<file path="src/design/vn_out_fifo.sv">
// two-entry output queue that decouples the pipeline from the receiver
`timescale 1ns / 1ps
`default_nettype none
module vn_out_fifo #(
    parameter int DATA_W = 1
) (
    input  wire logic              i_clk,
    input  wire logic              i_rst_n,
    input  wire logic              i_push,
    input  wire logic [DATA_W-1:0] i_data,
    output logic                   o_room,
    output logic                   o_valid,
    output logic [DATA_W-1:0]      o_data,
    input  wire logic              i_ready
);
    logic [DATA_W-1:0] r_data [0:1];
    logic              r_wp;
    logic              r_rp;
    logic [1:0]        r_cnt;
    logic              w_pop;

    assign o_valid = (r_cnt != 2'd0);
    assign o_room  = (r_cnt != 2'd2);
    assign o_data  = r_data[r_rp];
    assign w_pop   = o_valid && i_ready;

    always_ff @(posedge i_clk) begin
        if (!i_rst_n) begin
            r_wp  <= 1'b0;
            r_rp  <= 1'b0;
            r_cnt <= 2'd0;
        end else begin
            if (i_push) r_wp <= ~r_wp;
            if (w_pop)  r_rp <= ~r_rp;
            r_cnt <= r_cnt + {1'b0, i_push} - {1'b0, w_pop};
        end
    end

    always_ff @(posedge i_clk) begin
        if (i_push) r_data[r_wp] <= i_data;
    end
endmodule
`default_nettype wire

</file>
<file path="config.mk">
export PLATFORM = sky130hd
export DESIGN_NAME = vn_out_fifo
export DESIGN_NICKNAME = d
export VERILOG_FILES = /design/src/design/vn_out_fifo.sv
export SDC_FILE = /design/constraint.sdc
export NUM_CORES = 1
export LEC_CHECK = 0
export ABC_AREA = 1
export BUFFER_PORTS_ARGS = -buffer_cell sky130_fd_sc_hd__buf_2
export CORE_AREA = 2 2 39 41
export CTS_CLUSTER_DIAMETER = 120
export CTS_CLUSTER_SIZE = 20
export DETAILED_ROUTE_END_ITERATION = 7
export DIE_AREA = 0 0 41 43
export GPL_ROUTABILITY_DRIVEN = 0
export PLACE_DENSITY_LB_ADDON = 0.15
export SYNTH_ARGS = -nofsm -noshare
export SYNTH_HDL_FRONTEND = slang
export SYNTH_SLANG_ARGS = --single-unit
</file>
<file path="constraint.sdc">
create_clock -name i_clk -period 2.8 [get_ports i_clk]
set_input_delay 0.56 -clock i_clk [delete_from_list [all_inputs] [get_ports i_clk]]
set_output_delay 0.56 -clock i_clk [all_outputs]
set_load 0.05 [all_outputs]
</file>
# ---- Word level (Yosys, flattened, before mapping)
# Memories as Yosys holds them, arrays and structs flattened. A register that Yosys moved wholly into a read port is not among the register bits.
# Index checks and enable logic that the tools add are counted.
# Widths: inputs -> output; s select.
dict set report classes {
  addsub 2
  n_eq_ne 1
  muxes 4
  bitwise_logic 2
  n_reduce_logical 2
}
# op n
set ops {}
lappend ops {{$mux 1} 4}
lappend ops {{$add 2x1->2} 1}
lappend ops {{$ne 2x2->1 const B} 1}
lappend ops {{$not 1->1} 2}
lappend ops {{$reduce_bool 2->1} 1}
lappend ops {{$sub 2x1->2} 1}
lappend ops {{$logic_and 1x1->1} 1}
dict set report word_totals {
  ff_bits 4
  ram_bits 2
  out_inout_bits 3
  memories 1
}
# memory depth word_bits rd rd_clocked_by_memory_dff write_ports line_no
set mem_list {}
lappend mem_list {r_data 2 1 1 1 1 16} ;# logic [DATA_W-1:0] r_data [0:1];

# ---- Depth between registers and ports, before layout
dict set report depth {
  ltp_word 4
  ltp_mapped 10
}

# ---- Least setup slack after synthesis
# OpenSTA, ideal clock, no wires.
dict set report synth_timing {
  path_kind {input port to flip-flop}
  from {input i_ready}
  to {register r_cnt[1]}
  arrival_ns 1.381
  t_required_ns 2.685
  setup_slack_ns 1.304
  cell_stages 9
  n_path_buf 0
  path_cell_list {inv_1 nor2_2 ha_1 inv_1 ha_1 inv_1 nand2_1 a21oi_1 nor2_1}
}
dict set report synth_via {
  elab_chain_cells 2
}
# item line_no
set synth_lines {}
lappend synth_lines {{from (decl)} 14} ;# input wire logic i_ready
lappend synth_lines {{$logic_and 1x1->1} 25} ;# assign w_pop = o_valid && i_ready;
lappend synth_lines {{via w_pop} 20} ;# logic w_pop;
lappend synth_lines {{$sub 2x1->2} 35} ;# r_cnt <= r_cnt + {1'b0, i_push} - {1'b0, w_pop};
lappend synth_lines {{to (signal assigned)} 35}
lappend synth_lines {{to (decl)} 19} ;# logic [1:0] r_cnt;
# The timed path passes the listed nets, and every way through them passes these cells.
# A chain may end at the register's enable or synchronous reset.

==> flow_summary.json <==
{
  "antenna_cells": 0,
  "drcViolationCount": 0,
  "grt_start_max_net_pins": 5,
  "min_period_over_period_pct": 58.74,
  "postRouteAntennaNets": 0,
  "p_leak_nw": 0.2095,
  "groute.usage.overall_pct": 8.165,
  "p_sw_mw": 0.1780,
  "vdd_drop_max_v": 0.0003427,
  "area_delta_synth_final_pct": 25.59,
  "drv_cap": 0,
  "cp-start-kind": "flop",
  "totalWireLength_um": 509,
  "htree_levels": 1,
  "fin_cells": 67,
  "synth.top_cell.area_share_pct": 31.50,
  "powerDensity_nw_per_um2": 1049,
  "vias": 251,
  "start_util_pct": 22.97,
  "clock-skew-final_ps": 2.270,
  "final.min_clock_period_ps": 1645,
  "netlist.top_cell.by_area": "dfxtp_1",
  "fin_setup_tns_ps": 0,
  "cts-root-buf": "clkbuf_4",
  "hp-class": "reg -> reg",
  "path_buf_inv": 1,
  "cts_num_sinks": 7,
  "grt_first_pass_wirelength_um": 828,
  "final_core_util_pct": 28.84,
  "hold_buffers": 0,
  "p_total_mw": 0.4188,
  "drt-initial-drc-count": 4,
  "max_freq_mhz": 608.0,
  "end_kind": "output port",
  "holdWs_ps": 497.1,
  "hpwl_um": 388.2,
  "cts_buffers": 3,
  "grt_pass1_vias": 211,
  "syn_nets": 47,
  "firstDrtPassIters": 6,
  "gr-total-overflow": 0,
  "required_ps": 2240,
  "rsz0062_at_grt": "false",
  "post_cts_buffers": 0,
  "antenna_found_initial": 0,
  "pre_cts_ws_ps": 1130,
  "cp.arrival_ps": 1080,
  "core_area_um2": 1384,
  "synth_area_leaders": "dfxtp_1 (31%), edfxtp_1 (19%), inv_1 (9.4%)",
  "ctsResizeCount": 0,
  "outcome": "finished, final reports clean",
  "fin_ws_ps": 1155,
  "postSynthCellCount": 40,
  "dieWidth_um": 41,
  "final_nets": 59,
  "ys_seq_elements": 7,
  "slew_viol_final": 0,
  "dp.cells": 63,
  "final_cell_mix": "inv_1 (8), nor2_1 (8), nand2_1 (8)",
  "p_seq_share_pct": 33.8,
  "max_slew_margin_pct": 83.67,
  "finalInstanceArea_um2": 399.1,
  "critPathSlowestCell": "mux2_2",
  "ys_seq_area_share_pct": 50.39,
  "syn_area_um2": 317.8,
  "dpl-instance-area_um2": 372.9,
  "synth_cell_types": 12,
  "worstMarginPinSlew_ps": 246.6,
  "clkTransAtPathRegs_ps": 50,
  "vias_per_cell": 3.746,
  "setup_viol": 0,
  "cts_tree": "built",
  "io_pins": 8,
  "worst_skew_pair.late_latency_ps": 250,
  "clockBufferDepth": 2,
  "drive_gt1_share_pct": 27.45,
  "crit_chain": "mux2_2 -> buf_2",
  "internal_power_mw": 0.2408,
  "die_h_um": 43,
  "worstSetupPathType": "reg -> out",
  "rows": 14,
  "cp_top_family": "multiplexers",
  "cpPeakStageDelay_ps": 320,
  "yosysWarnings": 0,
  "hold_viol_final": 0,
  "p_clk_share_pct": 21.4,
  "syn_avg_cell_area_um2": 7.945,
  "worstPathMaxFanout": 1,
  "die-area_um2": 1763,
  "p_sw_share_pct": 42.50,
  "wl_per_cell_um": 7.597,
  "port_buffers": 7,
  "power.share.combinational_pct": 44.8
}
-- metal layers --
| metal | vias to the layer above | part of all wire [%] | GRT usage (%) | wire [µm] |
|---|---|---|---|---|
| met2 | 7 | 41 | 8.438 | 209 |
| li1 | 141 | - | - | - |
| met1 | 103 | 51 | 8.795 | 258 |
| met5 | - | 0 | 0 | 0 |
| met3 | 0 | 8.1 | 9.424 | 41 |
| met4 | 0 | 0 | 6.000 | 0 |
-- power groups by stage --
stage	logic [mW]	registers, mW	clock network (mW)
finish	0.188	0.141	0.0898
global route	0.215	0.143	0.106
CTS	0.190	0.141	0.0953
detailed placement	0.188	0.144	0
global placement	0.192	0.144	0
floorplan	0.154	0.141	0
-- worst paths after layout --
path         cells past startpoint                start             endpoint  slack [ps]
min reg2reg                      2    r_rp$_SDFFE_PN0P_    r_rp$_SDFFE_PN0P_         500
min                              2    r_rp$_SDFFE_PN0P_    r_rp$_SDFFE_PN0P_         500
max                              2                 flop               o_data        1160
max reg2reg                      9  r_cnt[1]$_SDFF_PN0_  r_cnt[1]$_SDFF_PN0_        1410
-- cells in the mapped netlist --
cell	count
a21oi_1	1
dfxtp_1	5
edfxtp_1	2
ha_1	2
inv_1	8
inv_2	1
mux2_2	1
nand2_1	8
nand2_2	1
nand3_1	2
nor2_1	8
nor2_2	1
-- worst register-to-register path: cells and delay by family, from the launching register on --
| family | cells | cell delay [ps] |
|---|---|---|
| buf+inv | 2 | 90 |
| simple gates | 4 | 300 |
| fa+ha+maj | 2 | 450 |
| compound gates | 1 | 140 |
| flops | 1 | 310 |
-- final cells by class --
cell class	instances	area, µm²
inverter	9	33.78
tap	16	20.02
fill	168	984.7
sequential	7	160.2
timing repair buffer	7	35.03
multi-input combinational	24	123.9
clock buffer	4	26.28
-- cells by family after synthesis --
family | after synthesis | synth area share (%)
compound gates | 1 | 1.573
fa+ha+maj | 2 | 7.873
buf+inv | 9 | 10.63
flops | 7 | 50.40
mux | 1 | 3.543
simple gates | 20 | 25.99
No activity file was read; power rests on OpenSTA's default activity.
