[config.mk]
export PLATFORM = sky130hd
export DESIGN_NAME = vn_sqrt_pipe
export DESIGN_NICKNAME = d
export VERILOG_FILES = /design/src/design/vn_pkg.sv /design/src/design/vn_sqrt_pipe.sv
export SDC_FILE = /design/constraint.sdc
export NUM_CORES = 2
export LEC_CHECK = 0
export BUFFER_PORTS_ARGS = -buffer_cell sky130_fd_sc_hd__buf_2
export CAP_MARGIN = 20
export CORE_ASPECT_RATIO = 1.1
export CORE_MARGIN = 3
export CORE_UTILIZATION = 55
export DETAILED_ROUTE_END_ITERATION = 10
export HOLD_SLACK_MARGIN = 0.02
export PLACE_DENSITY = 0.77
export SLEW_MARGIN = 20
export SYNTH_ARGS = -nofsm -noshare
export SYNTH_HDL_FRONTEND = slang
export SYNTH_MEMORY_MAX_BITS = 65536
export SYNTH_SLANG_ARGS = --single-unit
[constraint.sdc]
create_clock -name i_clk -period 3.3 [get_ports i_clk]
set_clock_uncertainty 0.15 [all_clocks]
set_input_delay 0.165 -clock i_clk [delete_from_list [all_inputs] [get_ports i_clk]]
set_output_delay 0.165 -clock i_clk [all_outputs]
set_load 0.01 [all_outputs]
[src/design/vn_pkg.sv]
// shared constants and types for the 3d vector normalizer
`timescale 1ns / 1ps
`default_nettype none
package vn_pkg;

    localparam int FRAC_BITS  = 16;
    localparam int IN_W       = 32;
    localparam int SQ_W       = 2 * IN_W;
    localparam int ROOT_W     = IN_W;
    localparam int K_W        = 5;
    localparam int NORM_STEPS = 5;

    typedef struct packed {
        logic [2:0][IN_W-1:0] mag;
        logic [2:0]           neg;
        logic [K_W-1:0]       k;
        logic                 zero;
    } t_side;

endpackage
`default_nettype wire

[src/design/vn_sqrt_pipe.sv]
// pipelined integer square root, one root bit per stage
`timescale 1ns / 1ps
`default_nettype none
module vn_sqrt_pipe #(
    parameter int SIDE_W = 1
) (
    input  wire logic                        i_clk,
    input  wire logic                        i_rst_n,
    input  wire logic                        i_en,
    input  wire logic                        i_valid,
    input  wire logic [vn_pkg::SQ_W-1:0]     i_rad,
    input  wire logic [SIDE_W-1:0]           i_side,
    output logic                             o_valid,
    output logic [vn_pkg::ROOT_W-1:0]        o_root,
    output logic [SIDE_W-1:0]                o_side
);
    localparam int NS    = vn_pkg::ROOT_W;
    localparam int REM_W = vn_pkg::ROOT_W + 3;
    localparam int RW    = vn_pkg::ROOT_W;
    localparam int AW    = vn_pkg::SQ_W;

    logic [REM_W-1:0]  r_rem  [0:NS-1];
    logic [RW-1:0]     r_root [0:NS-1];
    logic [AW-1:0]     r_rad  [0:NS-1];
    logic [SIDE_W-1:0] r_side [0:NS-1];
    logic              r_v    [0:NS-1];

    logic [REM_W-1:0]  n_rem  [0:NS-1];
    logic [RW-1:0]     n_root [0:NS-1];
    logic [AW-1:0]     n_rad  [0:NS-1];

    always_comb begin
        logic [REM_W-1:0] pr;
        logic [RW-1:0]    pq;
        logic [AW-1:0]    pa;
        logic [REM_W-1:0] sh;
        logic [REM_W-1:0] trial;
        logic             ge;
        for (int j = 0; j < NS; j++) begin
            if (j == 0) begin
                pr = '0;
                pq = '0;
                pa = i_rad;
            end else begin
                pr = r_rem[j-1];
                pq = r_root[j-1];
                pa = r_rad[j-1];
            end
            // bring down the next two radicand bits
            sh    = {pr[REM_W-3:0], pa[AW-1:AW-2]};
            trial = REM_W'({pq, 2'b01});
            ge    = (sh >= trial);
            n_rem[j]  = ge ? (sh - trial) : sh;
            n_root[j] = {pq[RW-2:0], ge};
            n_rad[j]  = {pa[AW-3:0], 2'b00};
        end
    end

    always_ff @(posedge i_clk) begin
        if (!i_rst_n) begin
            for (int j = 0; j < NS; j++) r_v[j] <= 1'b0;
        end else if (i_en) begin
            for (int j = 0; j < NS; j++) r_v[j] <= (j == 0) ? i_valid : r_v[j-1];
        end
    end

    always_ff @(posedge i_clk) begin
        if (i_en) begin
            for (int j = 0; j < NS; j++) begin
                r_rem[j]  <= n_rem[j];
                r_root[j] <= n_root[j];
                r_rad[j]  <= n_rad[j];
                r_side[j] <= (j == 0) ? i_side : r_side[j-1];
            end
        end
    end

    assign o_valid = r_v[NS-1];
    assign o_root  = r_root[NS-1];
    assign o_side  = r_side[NS-1];
endmodule
`default_nettype wire

=== After elaboration in Yosys (flattened, before gate mapping) ===
Memory sizes are Yosys's and may differ from the RTL's.
Index checks and enable logic that the tools add are counted.
Widths: inputs -> output; s select.

* Bitwise gates (word level): 32
* Multiply operators: 0
* Reductions and logical operators: 0
* Add/subtract/negate cells: 32
* $lt $le $gt $ge: 32
* Shift operators: 0
* Muxes and demuxes: 69
* Divide/modulo/power cells: 0
* Equal/unequal tests: 0

{| class="wikitable"
|+ Operators with widths
! operator !! count
|-
| $mux 35 || 32
|-
| $ge 35x34->1 || 31
|-
| $sub 35x34->35 || 31
|-
| $mux 1 || 37
|-
| $or 1x1->1 || 32
|-
| $sub 2x1->3 const B || 1
|-
| $ge 2x1->1 const B || 1
|}

* RAM bits: 4192
* Word-level logic and storage cells: 170
* Latch bits: 0
* Bits of input ports: 69
* Output and inout port bits: 34
* Memory bits (read-only): 0
* Memories: 5
* Register bits: 0

{| class="wikitable"
|+ Memories
! name !! words !! width !! read ports !! clocked after Yosys merged registers in !! write ports !! line !! RTL
|-
| r_rad || 32 || 62 || 31 || 0 || 32 || vn_sqrt_pipe.sv:24 || <nowiki>logic [AW-1:0] r_rad [0:NS-1];</nowiki>
|-
| r_rem || 32 || 35 || 31 || 0 || 32 || vn_sqrt_pipe.sv:22 || <nowiki>logic [REM_W-1:0] r_rem [0:NS-1];</nowiki>
|-
| r_root || 32 || 32 || 32 || 0 || 32 || vn_sqrt_pipe.sv:23 || <nowiki>logic [RW-1:0] r_root [0:NS-1];</nowiki>
|-
| r_side || 32 || 1 || 32 || 0 || 32 || vn_sqrt_pipe.sv:25 || <nowiki>logic [SIDE_W-1:0] r_side [0:NS-1];</nowiki>
|-
| r_v || 32 || 1 || 32 || 0 || 32 || vn_sqrt_pipe.sv:26 || <nowiki>logic r_v [0:NS-1];</nowiki>
|}

=== Logic depth before layout (Yosys ltp) ===
* Depth in word-level cells: 4
* Mapped depth: 15
* Gate-level depth less buffers: 13

=== Least setup slack after synthesis ===
No wires, ideal clock.

* Path type: reg2reg
* From: memory r_rem[1][224] (netlist bit)
* To: memory r_rem[1][249] (netlist bit), data pin
* Slack: -0.341 ns
* Setup time: 0.260 ns
* Data required time: 2.890 ns
* Clock period less this slack: 3.641 ns
* Cell stages (with the launch flop): 10
* Data arrival time: 3.231 ns
* Buffers on the path: 1
* Path through: edfxtp_1 > ha_1 > a21o_1 > a21o_1 > a21o_1 > or4_1 > o221a_2 > a311oi_1 > clkbuf_1 > mux2_2

{| class="wikitable"
|+ RTL lines
! item !! line
|-
| start, declared || vn_sqrt_pipe.sv:22
|}

==> run summary <==
Finish
- non-filler cells in the finished layout: 13400
- synthesis-to-layout area growth: 23.0%
- number of nets in the layout: 11100
- Multi-input gate area: 41900 µm²
- ratio of cells with drive above 1 in the final layout: 0.223
- design area: 145000 µm²
- count of filler cells inserted in the layout: 14200
- area taken by flip-flops and latches: 76800 µm²

Status
- violations in the final reports: negative setup slack
- run status: complete, but fails checks

Floorplanning
- Core Area: 212000 µm²
- num ports: 103
- Die Span Y: 491 µm
- Die Width: 447 µm
- Die Area: 220000 µm²
- initial standard-cell utilization of the core: 0.555
- site row count: 177

Yosys
- proportion of synthesized flip-flops having asynchronous set or reset: 0
- biggest area consumer among synthesized cells: edfxtp_1
- post-synthesis instance area: 118000 µm²
- post-synth cell types: 89
- area fraction in and, or, nand and nor cells after synthesis: 0.0985
- Synth Area in Compound Gates: 0.0944
- number of enable-type register cells in the synthesized netlist: 2557
- top cells by count, synth: 2557 x edfxtp_1, 735 x inv_1, 673 x nand2_1
- Seq/Total Area, Yosys: 0.652
- Mapped Nets: 9652
- xor/xnor cell area share of the yosys netlist: 0.0584
- count leader, synth: edfxtp_1
- largest family of logic cells by synthesized area: simple AND/OR/NAND/NOR gates
- area share of fa/ha/maj cells after synthesis: 0.0596
- fraction of synthesized cell area taken by the top area cell type: 0.652
- Area contributors post-synth: edfxtp_1 65%, ha_1 6.0%, xor2_1 3.0%, xnor2_1 2.8%, inv_1 2.3%
- post-synthesis average cell area: 13.1 µm²
- number of flip-flops and latches in the synthesized netlist: 2558
- Yosys Warn Count: 0
- portion of netlist area occupied by mux cells: 0.00820
- most used flip-flop cell after synthesis: edfxtp_1
- Gate Count Post-Synth: 9022

STA
- final-report hold violation count: 0
- transition at the pin with the smallest max-transition slack: 0.906 ns
- max_slew headroom: 0.396
- Total Negative Setup Slacks: -16.12 ns
- time the worst path needs with I/O delays and setup: 3.56 ns
- Highest Clock Rate: 0.281 GHz
- final worst-path setup slack: -0.262 ns
- number of pins exceeding their max-slew limit in the final report: 0
- fraction of the cycle the final worst path needs: 1.08
- worst hold margin: 0.173 ns
- endpoints failing setup: 155
- RSZ-0062 raised after global routing: true

Worst setup path
- start-to-end type of the worst setup path: flip-flop to flip-flop
- Data arrival, critical path: 4.06 ns
- worst reg2reg path startpoint: r_root[1][269]
- largest driver fanout on the critical path: 6
- element type at the critical path end: flip-flop
- Crit. Startpoint: r_root[1][269]
- Worst EP required: 3.79 ns
- startpoint types: flip-flop

Placement
- GPL Wtd Cong: 0.911
- estimated wirelength of the detail-placed design: 174 mm
- number of instances in the placed design: 12600
- # port buffers: 102
- cell area after placement: 128000 µm²

Global routing
- wire length of the first global-routing pass: 406 mm
- total global routing overflow: 0
- initial antenna violation count: 6
- maximum number of pins on one net before global-route repair: 168
- vias in the first global route: 76700
- total global-route track usage: 0.231

CTS
- number of sinks handled by clock tree synthesis: 2558
- clock latency on the worst-skew pair: 0.96 ns
- number of levels the H-tree was split into: 5
- clock root buffer: clkbuf_16
- TritonCTS buffer count: 277
- clock tree from TritonCTS: done
- number of buffers between clock root and the deepest sink: 4
- CTS clk-pin slew, worst paths: 0.06 ns

Drt
- number of iterations in the first detailed-routing pass: 6
- post-detailed-route DRC marker count: 0
- DR vias: 76200
- via count normalized by instance count: 5.69
- Antenna Violating Nets Remaining: 0
- average wire per cell in the routed design: 19.8 µm
- Routed Wire Length: 265 mm
- number of DRC markers after the initial detailed-route iteration: 5517

Power
- post-layout total power: 0.0967 W
- Max IR drop VDD: 0.000696 V
- leakage power total: 56.8 nW
- Pwr Density: 668 nW/µm²

Job
- Max Cap Violations: 0

Min path
- Hold Crit Start: i_rst_n
- path type of the worst min-delay path: primary input to flip-flop

[flip-flops by register name, summed over array words and instances (netlist names)]
name,count
r_rem,974
r_v,32
r_root,528
r_side,32
r_rad,992
[through the flow]
stage / setup slack (ns) / util
floorplan: -0.0865 / -
detailed placement: -0.355 / 0.605
CTS: -0.178 / 0.664
finish: -0.262 / 0.683
global route: -0.398 / 0.683
global placement: -0.295 / 0.605
[per-layer routing]
metal,part of all wire,track usage,up-vias,wire [µm]
li1,-,-,36200,-
met1,0.39,0.274,37100,102000
met2,0.53,0.422,2145,141000
met3,0.043,0.0309,679,11500
met4,0.041,0.0936,2,10800
met5,0.000049,0,-,13
[cell type report]
cell class / instances / share of cell area
flip-flops and latches: 2558 / 0.530
multi-input cells: 5563 / 0.289
repair buffers: 1286 / 0.0767
clock buffers: 333 / 0.0502
well taps: 2774 / 0.0240
inverters: 736 / 0.0192
clock inverters: 142 / 0.0102
repair inverters: 1 / 0.0000518
diodes: 2 / 0.0000346
[path summary, 6_finish.rpt]
| path | endpoint | slack [ns] | depth (start not counted) |
|---|---|---|---|
| min reg2reg | r_rad[0][618] | 0.23 | 0 |
| max | r_rem[1][328] | -0.26 | 13 |
| max reg2reg | r_rem[1][328] | -0.26 | 13 |
| min | r_v[1][0] | 0.17 | 3 |
[cells by family (layout without fill, tap and decap cells)]
group,after synthesis,in the layout
DFF,2558,2558
adders and majority gates,561,561
xor gates and xnor gates,785,785
AOI/OAI and AO/OA,1789,1789
muxes,87,87
other,1,3
buffers and inverters,902,2498
and+or+nand+nor,2339,2340
[report_power, final]
part	total (W)	internal, W	switching, W
Combinational	0.0227	0.0106	0.0120
Clock	0.0303	0.0179	0.0124
Sequential	0.0438	0.0409	0.00287
[worst max-delay path, stage by stage (launching register included)]
cell and delay [ns]:
edfxtp_1 0.39, inv_1 0.06, ha_1 0.32, and4_1 0.23
a221o_1 0.39, a2111oi_4 0.41, o2111ai_4 0.16, a31o_4 0.27
a21oi_4 0.18, nand3_4 0.20, buf_12 0.25, buf_16 0.15
nor2_4 0.11, a21oi_2 0.04
[placed cells by master, fill, tap and decap left out, types with 88 or more instances in the layout]
master            n
o21a_1          106
xor2_1          403
ha_1            516
nand3_1         130
nand2_1         592
dlygate4sd3_1   136
clkbuf_16       296
buf_4           890
buf_2           104
o21ai_0         326
edfxtp_1       2557
nor3_1          189
inv_1           715
a21oi_1         440
nor2_1          436
nand2b_1         96
o21ai_2          95
a21o_1          230
xnor2_1         366
nor2b_1          88
[repair_timing]
item,in CTS,in global routing
hold buffers,136,0
cloned,19,20
pin swaps,98,257
endpoints found under the setup margin,445,705
endpoints found under the hold margin,1433,0
buffers inserted,81,109
gates resized for setup,379,758
(Power assumes the default switching activity.)
