--- src/design/vn_pkg.sv ---
// shared constants and types for the 3d vector normalizer
`timescale 1ns / 1ps
`default_nettype none
package vn_pkg;

    localparam int FRAC_BITS  = 16;
    localparam int IN_W       = 32;
    localparam int SQ_W       = 2 * IN_W;
    localparam int ROOT_W     = IN_W;
    localparam int K_W        = 5;
    localparam int NORM_STEPS = 5;

    typedef struct packed {
        logic [2:0][IN_W-1:0] mag;
        logic [2:0]           neg;
        logic [K_W-1:0]       k;
        logic                 zero;
    } t_side;

endpackage
`default_nettype wire

--- src/design/vn_div_pipe.sv ---
// pipelined restoring divider giving a rounded ratio of component to length
`timescale 1ns / 1ps
`default_nettype none
module vn_div_pipe #(
    parameter int FRAC_BITS = vn_pkg::FRAC_BITS,
    parameter int SIDE_W    = 1
) (
    input  wire logic                        i_clk,
    input  wire logic                        i_rst_n,
    input  wire logic                        i_en,
    input  wire logic                        i_valid,
    input  wire logic [vn_pkg::IN_W-1:0]     i_n,
    input  wire logic [vn_pkg::ROOT_W-1:0]   i_len,
    input  wire logic [SIDE_W-1:0]           i_side,
    output logic                             o_valid,
    output logic [FRAC_BITS:0]               o_q,
    output logic [SIDE_W-1:0]                o_side
);
    localparam int QW    = FRAC_BITS + 1;
    localparam int DW    = vn_pkg::ROOT_W + 1;
    localparam int NUM_W = vn_pkg::IN_W + QW + 1;
    localparam int NS    = QW + 1;

    logic [DW-1:0]     r_rem  [0:NS-1];
    logic [QW-1:0]     r_low  [0:NS-1];
    logic [QW-1:0]     r_q    [0:NS-1];
    logic [DW-1:0]     r_d    [0:NS-1];
    logic [SIDE_W-1:0] r_side [0:NS-1];
    logic              r_v    [0:NS-1];

    logic [DW-1:0]     n_rem  [0:NS-1];
    logic [QW-1:0]     n_low  [0:NS-1];
    logic [QW-1:0]     n_q    [0:NS-1];
    logic [DW-1:0]     n_d    [0:NS-1];

    always_comb begin
        logic [NUM_W-1:0] num;
        logic [DW:0]      t;
        logic             ge;
        // numerator n * 2^(frac+1) + len, divisor 2 * len gives round half up
        num      = {1'b0, i_n, {QW{1'b0}}} + NUM_W'(i_len);
        n_rem[0] = num[QW+DW-1:QW];
        n_low[0] = num[QW-1:0];
        n_q[0]   = '0;
        n_d[0]   = {i_len, 1'b0};
        for (int j = 1; j < NS; j++) begin
            t  = {r_rem[j-1], r_low[j-1][QW-1]};
            ge = (t >= {1'b0, r_d[j-1]});
            n_rem[j] = ge ? DW'(t - {1'b0, r_d[j-1]}) : t[DW-1:0];
            n_low[j] = {r_low[j-1][QW-2:0], 1'b0};
            n_q[j]   = {r_q[j-1][QW-2:0], ge};
            n_d[j]   = r_d[j-1];
        end
    end

    always_ff @(posedge i_clk) begin
        if (!i_rst_n) begin
            for (int j = 0; j < NS; j++) r_v[j] <= 1'b0;
        end else if (i_en) begin
            for (int j = 0; j < NS; j++) r_v[j] <= (j == 0) ? i_valid : r_v[j-1];
        end
    end

    always_ff @(posedge i_clk) begin
        if (i_en) begin
            for (int j = 0; j < NS; j++) begin
                r_rem[j]  <= n_rem[j];
                r_low[j]  <= n_low[j];
                r_q[j]    <= n_q[j];
                r_d[j]    <= n_d[j];
                r_side[j] <= (j == 0) ? i_side : r_side[j-1];
            end
        end
    end

    assign o_valid = r_v[NS-1];
    assign o_q     = r_q[NS-1];
    assign o_side  = r_side[NS-1];
endmodule
`default_nettype wire

--- config.mk ---
export PLATFORM = sky130hd
export DESIGN_NAME = vn_div_pipe
export DESIGN_NICKNAME = d
export VERILOG_FILES = /design/src/design/vn_pkg.sv /design/src/design/vn_div_pipe.sv
export SDC_FILE = /design/constraint.sdc
export NUM_CORES = 2
export LEC_CHECK = 0
export BUFFER_PORTS_ARGS = -buffer_cell sky130_fd_sc_hd__buf_4
export CAP_MARGIN = 15
export CORE_MARGIN = 2
export CORE_UTILIZATION = 31
export DETAILED_ROUTE_END_ITERATION = 12
export GPL_TIMING_DRIVEN = 0
export PLACE_DENSITY = 0.42
export SKIP_LAST_GASP = 1
export SYNTH_ARGS = -nofsm -noshare
export SYNTH_HDL_FRONTEND = slang
export SYNTH_SLANG_ARGS = --single-unit
--- constraint.sdc ---
create_clock -name i_clk -period 4.15 [get_ports i_clk]
set_input_delay 0.83 -clock i_clk [delete_from_list [all_inputs] [get_ports i_clk]]
set_output_delay 0.83 -clock i_clk [all_outputs]
set_load 0.005 [all_outputs]
# After elaboration in Yosys (flattened, before gate mapping)
# Memory sizes are Yosys's and may differ from the RTL's.
# Cells that the tools add are included.
[totals]
regBits = 0
latch_bits = 0
mem_bits_rw = 1836
mem_bits_ro = 0
input_bits = 69
wordCells = 99
memories = 6
[mem_list]
columns = ["memory", "depth", "width", "read_ports", "rd_ports_with_merged_regs", "wr", "line", "rtl"]
rows = [
  ["r_d", 18, 33, 17, 0, 18, "vn_div_pipe.sv:27", "logic [DW-1:0] r_d [0:NS-1];"],
  ["r_rem", 18, 33, 17, 0, 18, "vn_div_pipe.sv:24", "logic [DW-1:0] r_rem [0:NS-1];"],
  ["r_low", 18, 17, 17, 0, 18, "vn_div_pipe.sv:25", "logic [QW-1:0] r_low [0:NS-1];"],
  ["r_q", 18, 17, 18, 0, 18, "vn_div_pipe.sv:26", "logic [QW-1:0] r_q [0:NS-1];"],
  ["r_side", 18, 1, 18, 0, 18, "vn_div_pipe.sv:28", "logic [SIDE_W-1:0] r_side [0:NS-1];"],
  ["r_v", 18, 1, 18, 0, 18, "vn_div_pipe.sv:29", "logic r_v [0:NS-1];"],
]
[op_classes]
addsub = 18
multipliers = 0
n_div = 0
magnitude_cmp = 17
n_eq_ne = 0
shift = 0
n_mux = 40
bitwise = 18
reduce_logical = 0
[ops]
columns = ["cell", "n"]
rows = [
  ["34-bit by 33-bit greater-or-equal comparator with 1-bit output", 17],
  ["33-bit 2-to-1 mux", 17],
  ["33-bit subtractor", 17],
  ["49-bit by 32-bit adder with 50-bit output", 1],
  ["1-bit 2-to-1 mux", 23],
  ["1-bit bitwise OR", 18],
]

# Logic depth before layout (Yosys ltp)
[depth]
word_depth = 4
depth_mapped = 16

# Worst setup path after synthesis
# No wires, ideal clock.
[synth_timing]
kind = "input port to flip-flop"
from = "in i_n[0] in the netlist's numbering"
to = "mem r_rem[0][20] in the netlist's numbering, data pin"
setup_ns = 0.258
arrival_ns = 3.224
required_ns = 3.892
setup_slack_ns = 0.668
stages = 14
path_cell_list = "ha_1 -> inv_1 -> fa_1 -> nor2b_1 -> o21ai_0 -> a21boi_0 -> o21ai_0 -> nand2b_1 -> a21oi_1 -> o21ai_0 -> a41oi_1 -> a21oi_1 -> nand3_1 -> xnor2_1"
[synth_rtl]
columns = ["element", "line", "rtl"]
rows = [
  ["start: declaration", "vn_div_pipe.sv:12", "input wire logic [vn_pkg::IN_W-1:0] i_n,"],
  ["end: declaration", "vn_div_pipe.sv:24", ""],
]

==> flow_metrics.py <==
metrics = {
    "global_routing": {
        "track_usage_pct": 16.33,
        "overflow": 0,
        "grt_max_degree": 172,
        "grt_antenna_before_repair": 1,
        "grt_pass1_wl_um": 299300,
        "first_global_vias": 53020,
    },
    "pwr": {
        "intPower_mw": 41.04,
        "netSwitchingPower_mw": 26.03,
        "seqPwrFrac_pct": 31.3,
        "switching_share_pct": 38.81,
        "combPwrFrac_pct": 47.7,
        "clkPwrFrac_pct": 21.0,
        "cellLeakagePower_nw": 34.26,
        "powerDensity_nw_per_um2": 794.7,
        "peakVddDrop_v": 0.0003735,
    },
    "placed_design": {
        "placed_cells": 9767,
        "dp_hpwl_um": 153400,
        "postPlaceCellArea_um2": 77970,
        "io_buffer_count": 87,
        "gp_congestion": 0.9072,
    },
    "final_layout": {
        "area_growth_pct": 15.42,
        "fin_nets": 7458,
        "nFillCells": 23150,
        "fin_area_um2": 84390,
        "final_common_cell": "edfxtp_1",
        "layout-drive-gt1-share_pct": 11.19,
        "n_antenna_cell": 0,
        "mostFrequentLayoutCells": "edfxtp_1 (1278), inv_1 (678), ha_1 (558)",
        "stdcell_count": 10100,
    },
    "worst_setup_path": {
        "cp-end-kind": "flop",
        "cpMostUsedCell": "o21ai_0",
        "cp_max_fo": 5,
        "worstPathRequired_ns": 4.69,
        "cp_slowest_stage_delay_ns": 0.70,
        "cp.arrival_ns": 4.65,
        "crit_path_top_delay_cell": "o21ai_0",
        "path_class": "flop to flop",
        "startpoint_type": "flop",
        "crit_chain": "inv_1 -> ha_1 -> nor2b_1 -> o21a_1 -> o21ai_0 -> a21oi_1 -> a41oi_2 -> a21oi_2 -> a41oi_1 -> o21ai_0 -> a221oi_1 -> xnor2_1 -> mux2_2",
    },
    "drt": {
        "routedWlPerCell_um": 19.54,
        "vias": 49090,
        "routed_wl_um": 197400,
        "viasPerCell": 4.860,
        "drc": 0,
        "first_pass_iters": 5,
        "postRouteAntennaNets": 0,
        "drt_iter0_markers": 2119,
    },
    "synthesis": {
        "async_flop_share_pct": 0,
        "ys_ff_latch": 1278,
        "synth_edf_count": 1278,
        "ys_seq_area_share_pct": 52.48,
        "synthDistinctLibCells": 87,
        "synth_cells": 6521,
        "syn_area_um2": 73120,
        "ys_warn_count": 0,
        "synth_fp_nets": 7165,
        "synthFlopType": "edfxtp_1",
        "syn_area_per_cell_um2": 11.21,
    },
    "floorplan": {
        "coreArea_um2": 235000,
        "dieArea_um2": 239800,
        "start_util_pct": 31.12,
        "die_h_um": 489.7,
        "die_w_um": 489.7,
        "rows": 178,
        "io_pins": 88,
    },
    "sta": {
        "fin_skew_ns": 0.02412,
        "drv_slew": 0,
        "min_period_over_period_pct": 99.14,
        "hold_violations": 0,
        "finalSetupViolCount": 0,
        "slew-limit-headroom_pct": 30.21,
        "worstMarginPinSlew_ns": 1.039,
        "period_needed_ns": 4.114,
        "clock.fmax_ghz": 0.2430,
    },
    "job": {
        "drv_cap": 0,
    },
    "clock_network": {
        "cts_root_buf": "clkbuf_16",
        "cts_buffer_depth": 3,
        "clk_latency_ns": 0.79,
        "htreeDepth": 4,
        "cts_tree": "done",
        "clk_pin_slew_ns": 0.06,
        "numCtsBuffers": 165,
        "cts_sinks": 1278,
    },
    "hold_path": {
        "hold_class": "input pin to flop",
    },
    "run_status": {
        "outcome": "completed",
    },
}
-- worst paths after layout --
kind              slack, ns  depth (start not counted)                   from                     end
setup / recovery       0.04                         13  r_low[8][9]$_DFFE_PP_  r_rem[9][32]$_DFFE_PP_
hold / removal         0.21                          1              i_len[16]    r_d[0][17]$_DFFE_PP_
setup reg to reg       0.04                         13  r_low[8][9]$_DFFE_PP_  r_rem[9][32]$_DFFE_PP_
hold reg to reg        0.41                          0   r_q[11][2]$_DFFE_PP_    r_q[12][3]$_DFFE_PP_
-- stage by stage --
step	utilization [%]	TNS, ns	setup WS (ns)	total power, mW	hold WS [ns]
after floorplan	-	0	0.6681	42.83	0.4003
after global placement	33.08	-	-10.08	52.21	0.4004
after detailed placement	33.18	-464.70	-1.968	52.10	0.4045
after CTS	35.74	-0.08815	-0.03728	67.48	0.1249
after global routing	35.92	-0.2450	-0.03570	71.79	0.1461
final	35.92	0	0.03557	67.07	0.2081
-- power by group through the flow --
stage                     sequential [mW]  combinational [mW]  clock [mW]
after floorplan                      20.4                22.4           0
after detailed placement             21.2                30.9           0
final                                21.0                32.0        14.1
after CTS                            21.0                31.8        14.7
after global placement               21.5                30.7           0
after global routing                 21.3                35.3        15.1
-- critical path, delay by kind of cell, from the launching register on --
family                   cells  cell delay, ns
adder cells (fa/ha/maj)      1            0.29
AND/OR/NAND/NOR              1            0.13
flip-flops                   1            0.44
XOR/XNOR                     1            0.17
buffers and inverters        1            0.07
AO/OA/AOI/OAI                8            2.46
multiplexers                 1            0.28
-- area by class of cell --
cell class	count	area (um^2)	share of cell area [%]
repair buffers	131	1270	1.505
inverters	680	2552	3.024
well taps	3150	3941	4.670
plain buffers	151	797.0	0.9444
multi-input cells	4407	32140	38.08
flip-flops and latches	1278	38380	45.47
clock buffers	201	4285	5.078
clock inverters	102	1032	1.223
-- synthesized netlist by cell type (all sizes together) (10+ instances only) --
cell	instances	area share, %
edfxtp	1278	52
inv	680	3.5
a21oi	569	3.9
ha	558	9.5
nor2	416	2.1
nand2	383	2.0
o21ai	366	2.5
a21o	295	3.0
xnor2	294	3.5
mux2	207	3.2
xor2	171	2.0
nand3	114	0.78
clkbuf	113	0.58
nand4	102	0.87
nor2b	99	0.85
nand2b	81	0.69
o21bai	62	0.64
o21a	61	0.63
and3	60	0.51
nor3	60	0.41
a31oi	55	0.48
a211oi	43	0.46
buf	43	0.35
o31ai	42	0.44
or3	27	0.23
or2	26	0.22
nor4	24	0.21
a21boi	20	0.21
a41oi	20	0.25
o211ai	20	0.21
a211o	17	0.20
and2	17	0.15
fa	17	0.47
mux2i	17	0.23
a221oi	16	0.22
and4	11	0.13
o31a	11	0.13
a31o	10	0.12
o22ai	10	0.086
-- logic make-up after synthesis --
kind of cell | Yosys count | synth area share (%)
simple gates | 1438 | 9.362
fa+ha+maj | 575 | 10.01
mux | 224 | 3.426
buf+inv | 836 | 4.423
compound gates | 1705 | 14.72
flops | 1278 | 52.48
xor+xnor | 465 | 5.570
-- registers in the layout, summed over array words and instances (netlist names) --
| signal | flops |
|---|---|
| r_q | 153 |
| r_side | 18 |
| r_d | 392 |
| r_rem | 561 |
| r_low | 136 |
| r_v | 18 |
-- layer usage --
layer,up-vias,part of all wire (%),GRT usage [%]
met5,-,0,0
met4,0,7.8,11.43
met3,597,2.4,2.148
met2,868,58,34.51
met1,23150,31,13.41
li1,24470,-,-
-- repair_timing --
| item | 4_1_cts | 5_1_grt |
|---|---|---|
| gates cloned | 0 | 3 |
| resized for setup | 143 | 75 |
| buffers inserted | 19 | 13 |
| endpoints found under the setup margin | 484 | 467 |
| pin swaps | 13 | 11 |
| hold buffers | 0 | 0 |
No activity file was read; power rests on OpenSTA's default activity.
